<file path="src/hw/rtl/lgrs_pkg.sv">
// ----------------------------------------------------------------------------
// lgrs_pkg: shared types and constants for the Life row stencil
// Column count, register widths, result word type and the column mask.
// ----------------------------------------------------------------------------
package lgrs_pkg;

  // grid geometry
  localparam int unsigned MAX_COLS = 64;
  localparam int unsigned COL_W    = 7;   // width of the cols_used register
  localparam logic [COL_W-1:0] COLS_RESET = COL_W'(MAX_COLS);

  // output queue geometry
  localparam int unsigned Q_DEPTH = 4;
  localparam int unsigned Q_PTR_W = $clog2(Q_DEPTH);
  localparam int unsigned Q_CNT_W = $clog2(Q_DEPTH + 1);

  typedef logic [MAX_COLS-1:0] row_t;

  // one result word
  typedef struct packed {
    row_t cells;
    logic last;
  } res_word_t;

  // bits below the effective column count are set
  function automatic row_t col_mask(input logic [COL_W-1:0] cols);
    row_t m;
    for (int c = 0; c < MAX_COLS; c++) begin
      m[c] = (COL_W'(c) < cols);
    end
    return m;
  endfunction

endpackage

</file>
<file path="src/hw/rtl/life_generation_row_stencil_core.sv">
// ----------------------------------------------------------------------------
// life_generation_row_stencil_core: one Life generation, row by row
// Streams grid rows in and next-generation rows out on a bounded grid.
// ----------------------------------------------------------------------------
// A row word is taken every cycle while the four-word result queue has room
// for two words; each row is worked out in the cycle it arrives, by 64 column
// lanes in parallel, so the sustained rate is one row per cycle. The result
// for a row leaves one row late; the row marked final releases two results
// (or one, for a single-row grid), the last flagged with last_of_grid_o.
// Cells outside the grid are dead and columns at or above cols_used read as
// dead. cols_used resets to 64 and is written through cfg_we_i/cfg_wdata_i.
module life_generation_row_stencil_core (
  input  logic                         clk_i,
  input  logic                         rst_ni,
  input  logic                         cfg_we_i,
  input  logic [lgrs_pkg::COL_W-1:0]   cfg_wdata_i,
  input  logic                         in_valid_i,
  output logic                         in_ready_o,
  input  logic [lgrs_pkg::MAX_COLS-1:0] row_cells_i,
  input  logic                         final_row_i,
  output logic                         out_valid_o,
  input  logic                         out_ready_i,
  output logic [lgrs_pkg::MAX_COLS-1:0] next_row_cells_o,
  output logic                         last_of_grid_o
);
  import lgrs_pkg::*;

  logic [COL_W-1:0] cols_used_q;
  row_t             older_q, older_d;
  row_t             middle_q, middle_d;
  logic             held_q, held_d;
  row_t             mask;
  row_t             cur;
  logic             accept;
  row_t             res_a, res_b;
  row_t             b_above;
  logic             push0, push1;
  res_word_t        word0, word1, q_word;
  logic             room2;

  assign mask   = col_mask(cols_used_q);
  assign cur    = row_cells_i & mask;
  assign accept = in_valid_i && in_ready_o;
  assign in_ready_o = room2;

  // configuration register
  always_ff @(posedge clk_i or negedge rst_ni) begin
    if (!rst_ni) begin
      cols_used_q <= COLS_RESET;
    end else if (cfg_we_i) begin
      cols_used_q <= cfg_wdata_i;
    end
  end

  // held middle row, completed by the incoming row
  lgrs_row u_row_a (
    .above_i (older_q),
    .mid_i   (middle_q),
    .below_i (cur),
    .mask_i  (mask),
    .next_o  (res_a)
  );

  // incoming row closed off by the bottom edge
  assign b_above = held_q ? middle_q : '0;

  lgrs_row u_row_b (
    .above_i (b_above),
    .mid_i   (cur),
    .below_i ('0),
    .mask_i  (mask),
    .next_o  (res_b)
  );

  // result words in order
  always_comb begin
    push0 = accept && (held_q || final_row_i);
    push1 = accept && held_q && final_row_i;
    word0.cells = held_q ? res_a : res_b;
    word0.last  = !held_q;
    word1.cells = res_b;
    word1.last  = 1'b1;
  end

  // row history
  always_comb begin
    older_d  = older_q;
    middle_d = middle_q;
    held_d   = held_q;
    if (accept) begin
      if (final_row_i) begin
        older_d  = '0;
        middle_d = '0;
        held_d   = 1'b0;
      end else begin
        older_d  = held_q ? (middle_q & mask) : '0;
        middle_d = cur;
        held_d   = 1'b1;
      end
    end
  end

  always_ff @(posedge clk_i or negedge rst_ni) begin
    if (!rst_ni) begin
      older_q  <= '0;
      middle_q <= '0;
      held_q   <= 1'b0;
    end else begin
      older_q  <= older_d;
      middle_q <= middle_d;
      held_q   <= held_d;
    end
  end

  // result queue
  lgrs_out_q u_out_q (
    .clk_i   (clk_i),
    .rst_ni  (rst_ni),
    .push0_i (push0),
    .word0_i (word0),
    .push1_i (push1),
    .word1_i (word1),
    .room2_o (room2),
    .valid_o (out_valid_o),
    .ready_i (out_ready_i),
    .word_o  (q_word)
  );

  assign next_row_cells_o = q_word.cells;
  assign last_of_grid_o   = q_word.last;

endmodule

</file>
<file path="src/hw/rtl/lgrs_lane.sv">
// ----------------------------------------------------------------------------
// lgrs_lane: one cell of the Life rule
// Counts eight neighbours and applies survive-on-2-or-3, birth-on-3.
// ----------------------------------------------------------------------------
module lgrs_lane (
  input  logic [7:0] nbr_i,
  input  logic       alive_i,
  output logic       next_o
);
  import lgrs_pkg::*;

  logic [3:0] nbr_cnt;

  // neighbour count
  always_comb begin
    nbr_cnt = 4'd0;
    for (int k = 0; k < 8; k++) begin
      nbr_cnt = nbr_cnt + {3'd0, nbr_i[k]};
    end
  end

  // rule
  assign next_o = (nbr_cnt == 4'd3) || (alive_i && (nbr_cnt == 4'd2));

endmodule

</file>
<file path="src/hw/rtl/lgrs_row.sv">
// ----------------------------------------------------------------------------
// lgrs_row: next generation of one row
// One lane per column works on its 3x3 window; the lane outputs are merged
// into the result row and masked to the active columns.
// ----------------------------------------------------------------------------
module lgrs_row (
  input  lgrs_pkg::row_t above_i,
  input  lgrs_pkg::row_t mid_i,
  input  lgrs_pkg::row_t below_i,
  input  lgrs_pkg::row_t mask_i,
  output lgrs_pkg::row_t next_o
);
  import lgrs_pkg::*;

  // rows padded with a dead cell on each side: no wrap-around
  logic [MAX_COLS+1:0] above_pad;
  logic [MAX_COLS+1:0] mid_pad;
  logic [MAX_COLS+1:0] below_pad;
  row_t                lane_next;

  assign above_pad = {1'b0, above_i & mask_i, 1'b0};
  assign mid_pad   = {1'b0, mid_i   & mask_i, 1'b0};
  assign below_pad = {1'b0, below_i & mask_i, 1'b0};

  // lanes, padded index c+1 is column c
  for (genvar c = 0; c < MAX_COLS; c++) begin : g_lane
    lgrs_lane u_lane (
      .nbr_i   ({above_pad[c+2:c], below_pad[c+2:c], mid_pad[c+2], mid_pad[c]}),
      .alive_i (mid_pad[c+1]),
      .next_o  (lane_next[c])
    );
  end

  // merge
  assign next_o = lane_next & mask_i;

endmodule

</file>
<file path="src/hw/rtl/lgrs_out_q.sv">
// ----------------------------------------------------------------------------
// lgrs_out_q: result queue
// Takes up to two words per cycle, hands out one word per cycle while ready_i is high.
// ----------------------------------------------------------------------------
module lgrs_out_q (
  input  logic                clk_i,
  input  logic                rst_ni,
  input  logic                push0_i,
  input  lgrs_pkg::res_word_t word0_i,
  input  logic                push1_i,
  input  lgrs_pkg::res_word_t word1_i,
  output logic                room2_o,
  output logic                valid_o,
  input  logic                ready_i,
  output lgrs_pkg::res_word_t word_o
);
  import lgrs_pkg::*;

  res_word_t             mem_q [Q_DEPTH];
  logic [Q_PTR_W-1:0]    wr_ptr_q, wr_ptr_d;
  logic [Q_PTR_W-1:0]    rd_ptr_q, rd_ptr_d;
  logic [Q_CNT_W-1:0]    count_q, count_d;
  logic                  pop;
  logic [Q_CNT_W-1:0]    n_push;

  assign valid_o = (count_q != '0);
  assign pop     = valid_o && ready_i;
  assign room2_o = (count_q <= Q_CNT_W'(Q_DEPTH - 2));
  assign word_o  = mem_q[rd_ptr_q];

  // pointer and fill bookkeeping
  always_comb begin
    n_push   = Q_CNT_W'(push0_i) + Q_CNT_W'(push1_i);
    wr_ptr_d = wr_ptr_q + Q_PTR_W'(n_push);
    rd_ptr_d = rd_ptr_q + Q_PTR_W'(pop);
    count_d  = count_q + n_push - Q_CNT_W'(pop);
  end

  always_ff @(posedge clk_i or negedge rst_ni) begin
    if (!rst_ni) begin
      wr_ptr_q <= '0;
      rd_ptr_q <= '0;
      count_q  <= '0;
    end else begin
      wr_ptr_q <= wr_ptr_d;
      rd_ptr_q <= rd_ptr_d;
      count_q  <= count_d;
    end
  end

  // storage; word1 only ever comes with word0
  always_ff @(posedge clk_i) begin
    if (push0_i) begin
      mem_q[wr_ptr_q] <= word0_i;
    end
    if (push1_i) begin
      mem_q[wr_ptr_q + Q_PTR_W'(1)] <= word1_i;
    end
  end

endmodule
</file>
<file path="config.mk">
export PLATFORM = sky130hd
export DESIGN_NAME = life_generation_row_stencil_core
export DESIGN_NICKNAME = d
export VERILOG_FILES = /design/src/hw/rtl/lgrs_pkg.sv /design/src/hw/rtl/life_generation_row_stencil_core.sv /design/src/hw/rtl/lgrs_lane.sv /design/src/hw/rtl/lgrs_row.sv /design/src/hw/rtl/lgrs_out_q.sv
export SDC_FILE = /design/constraint.sdc
export NUM_CORES = 2
export LEC_CHECK = 0
export BUFFER_PORTS_ARGS = -buffer_cell sky130_fd_sc_hd__buf_2
export CAP_MARGIN = 30
export CORE_ASPECT_RATIO = 0.7
export CORE_MARGIN = 1
export CORE_UTILIZATION = 49
export DETAILED_ROUTE_END_ITERATION = 8
export GPL_TIMING_DRIVEN = 0
export PLACE_DENSITY = 0.66
export SYNTH_ARGS = -nofsm -noshare
export SYNTH_HDL_FRONTEND = slang
export SYNTH_SLANG_ARGS = --single-unit
export TNS_END_PERCENT = 5
</file>
<file path="constraint.sdc">
create_clock -name clk_i -period 6.9 [get_ports clk_i]
set_input_delay 1.035 -clock clk_i [delete_from_list [all_inputs] [get_ports clk_i]]
set_output_delay 1.035 -clock clk_i [all_outputs]
set_load 0.05 [all_outputs]
</file>
==> impl_metrics.json <==
{
  "status": "complete, no violations",
  "numCtsBuffers": 45,
  "p_int_mw": 8.15,
  "combPwrFrac_pct": 64.2,
  "synthToLayoutAreaGrowth_pct": 11.5,
  "num_vias": 28900,
  "yosysWarnings": 0,
  "sw_frac_of_total_pct": 51.5,
  "antenna_found_initial": 7,
  "gp_congestion": 1.02,
  "seqCellArea_um2": 11300,
  "p_leak_nw": 18.4,
  "yosysSeqAreaShare_pct": 32.1,
  "layout.nets": 4376,
  "placed_area_um2": 37900,
  "finalHoldViolCount": 0,
  "grt_pass1_vias": 27700,
  "powerDensity_nw_per_um2": 426,
  "worstPathArrival_ns": 6.99,
  "clk_pin_slew_ns": 0.07,
  "start_util_pct": 49.5,
  "cts_buffer_depth": 3,
  "rr_worst_depth": 15,
  "grt_start_max_net_pins": 93,
  "hp-class": "input pin to asynchronous set/reset pin",
  "synth_nets": 4148,
  "fillers": 6404,
  "globalRouteMet3Util_pct": 8.93,
  "rsz0062_at_grt": "no",
  "grt_pass1_wl_um": 182000,
  "synthTopCellsByArea": "edfxtp_1 (22%), fa_1 (18%), ha_1 (11%)",
  "most-common-layout-cells": "inv_1 (476), nand2_1 (404), fa_1 (322), ha_1 (313), edfxtp_1 (256)",
  "r2r_setup_slack_ns": 0.23,
  "syn_area_um2": 35400,
  "synthArstFlopShare_pct": 35.5,
  "critPathKind": "flop to flop",
  "globalRouteOverflowTotal": 0,
  "ios": 144,
  "dieArea_um2": 73300,
  "yosysTopAreaCell": "edfxtp_1",
  "top_usage_layer": "met1",
  "drv_cap": 0,
  "worst_pin_slew_ns": 1.15,
  "wl_per_cell_um": 26.4,
  "track_usage_pct": 34.1,
  "core_area_um2": 71500,
  "end_kind": "flop",
  "dpl_worst_slack_ns": 0.623,
  "netlist.area_leader.share_pct": 21.7,
  "first_pass_iters": 8,
  "vias_per_cell": 6.19,
  "fmax_mhz": 150,
  "drv_slew": 0,
  "setup_violations": 0,
  "netSwitchingPower_mw": 8.65,
  "dp_hpwl_um": 94200,
  "fin_util_pct": 55.1,
  "drc": 0,
  "finalSetupTns_ns": 0,
  "drive_above_1_share_pct": 10.9,
  "drt-total-wl_um": 123000,
  "die_h_um": 227,
  "relSlewSlack_pct": 23.2,
  "fin_skew_ns": 0.0199,
  "multi_input_area_um2": 21700,
  "ys_types": 74,
  "path_max_fanout": 10,
  "p_clk_share_pct": 15.3,
  "cts_setup_buffers": 0,
  "drt-initial-drc-count": 4260,
  "cts.sinks": 403,
  "timing.final.ws_setup_ns": 0.230,
  "met2_usage_pct": 47.3,
  "htree_levels": 2,
  "cp-start-kind": "flop",
  "clk-insertion-delay-late_ns": 0.62,
  "cts.hold.buffers_added": 0,
  "min_period_ns": 6.67,
  "synth_edf_count": 256,
  "cts.repair.resized": 0,
  "synth_seq_cells": 403,
  "clock-root-buffer": "clkbuf_16",
  "groute.layer.met1.usage_pct": 50.5,
  "cts_tree": "done",
  "ir_drop_uv": 298,
  "ys_dominant_reg_cell": "edfxtp_1",
  "fin_crit_sh_pct": 96.7,
  "final_area_um2": 39400,
  "portBuffers": 142,
  "reg2reg_to": "u_out_q.mem_q[0][31]",
  "rows": 82,
  "layout_commonest_cell": "inv_1",
  "drtAntennaViolNets": 0,
  "syn_inst": 3436,
  "avgSynthCellArea_um2": 10.3,
  "rr_startpoint": "held_q",
  "die_x_um": 323,
  "seq_power_share_pct": 20.6,
  "cp_data_required_time_ns": 7.22
}
## through the flow
stage / total power, mW / cells / hold slack (ns)
final: 16.8 / 4667 / 0.332
after global routing: 18.0 / 4665 / 0.368
after CTS: 16.6 / 4659 / 0.354
after detailed placement: 14.0 / 4577 / 0.470
after global placement: 13.6 / 4544 / 0.461
after floorplan: 10.6 / 3436 / 0.448
## cells in the mapped netlist (7+ instances only)
master	instances
a21o_1	11
a21oi_1	109
a22oi_1	8
a31o_2	13
a31oi_1	12
and2_1	32
and3_1	10
buf_1	17
buf_2	31
clkbuf_1	101
dfrtp_1	142
edfxtp_1	256
fa_1	322
ha_1	313
inv_1	476
mux4_2	65
nand2_1	408
nand2b_1	72
nand3_1	117
nand3b_1	30
nand4b_1	26
nor2_1	81
nor2b_1	22
nor3_1	9
nor3b_1	8
nor4b_1	7
o2111ai_1	8
o211a_1	13
o211ai_1	36
o21a_1	8
o21ai_0	207
o21bai_1	60
o22a_1	7
o22ai_1	180
o2bb2ai_1	8
o32ai_1	36
or2_2	14
or3_1	14
xor2_1	51
## per-layer routing
layer / vias to the layer above / routed length, um
li1: 12600 / -
met1: 14200 / 51400
met2: 1850 / 49600
met3: 281 / 16700
met4: 6 / 5140
met5: - / 93
## worst max-delay path by stage
stage / start / endpoint / slack (ns)
finish: held_q / u_out_q.mem_q[0][31] / 0.23
global route: held_q / u_out_q.mem_q[0][31] / 0.22
CTS: held_q / u_out_q.mem_q[0][31] / 0.59
detailed placement: held_q / u_out_q.mem_q[0][31] / 0.62
global placement: held_q / u_out_q.mem_q[0][15] / -0.40
floorplan: cols_used_q[6] / u_out_q.mem_q[3][52] / 2.27
## state kept, by name (all words and copies together) (netlist names)
| name | flops |
|---|---|
| cols_used_q | 7 |
| held_q | 1 |
| middle_q | 64 |
| older_q | 64 |
| u_out_q.count_q | 3 |
| u_out_q.mem_q | 260 |
| u_out_q.rd_ptr_q | 2 |
| u_out_q.wr_ptr_q | 2 |
## power by group through the flow
stage | registers, mW | clock network [mW] | logic (mW)
6_report | 3.46 | 2.56 | 10.8
5_1_grt | 3.50 | 2.63 | 11.8
4_1_cts | 3.44 | 2.54 | 10.6
3_5_place_dp | 3.48 | 0 | 10.5
3_3_place_gp | 3.51 | 0 | 10.1
2_1_floorplan | 3.40 | 0 | 7.23
## worst max-delay path: stages, from the launching register on
cell      delay [ns]
dfrtp_1         0.31
buf_2           0.29
clkbuf_1        0.59
buf_8           0.24
clkbuf_1        0.64
clkbuf_1        0.69
clkbuf_1        0.79
nand3_1         0.44
fa_1            0.59
fa_1            0.39
inv_1           0.06
ha_1            0.21
nor3b_1         0.17
and2_1          0.16
o21ai_0         0.61
o22ai_1         0.17
## cell families after synthesis
kind of cell               share of synthesized area, %
muxes                                              4.33
adders and majority gates                          29.3
DFF                                                32.1
AOI/OAI and AO/OA                                  14.0
xor gates and xnor gates                           1.39
and+or+nand+nor                                    12.2
buffers and inverters                              6.77
## layout make-up
| class | count | share of cell area, % |
|---|---|---|
| flip-flops and latches | 403 | 28.8 |
| inverters | 476 | 4.53 |
| diodes | 2 | 0.0127 |
| plain buffers | 150 | 1.55 |
| well taps | 966 | 3.06 |
| multi-input cells | 2407 | 54.9 |
| clock buffers | 55 | 3.06 |
| clock inverters | 27 | 0.695 |
| repair buffers | 181 | 3.36 |
Note: power is estimated with default switching activity, not from simulation.
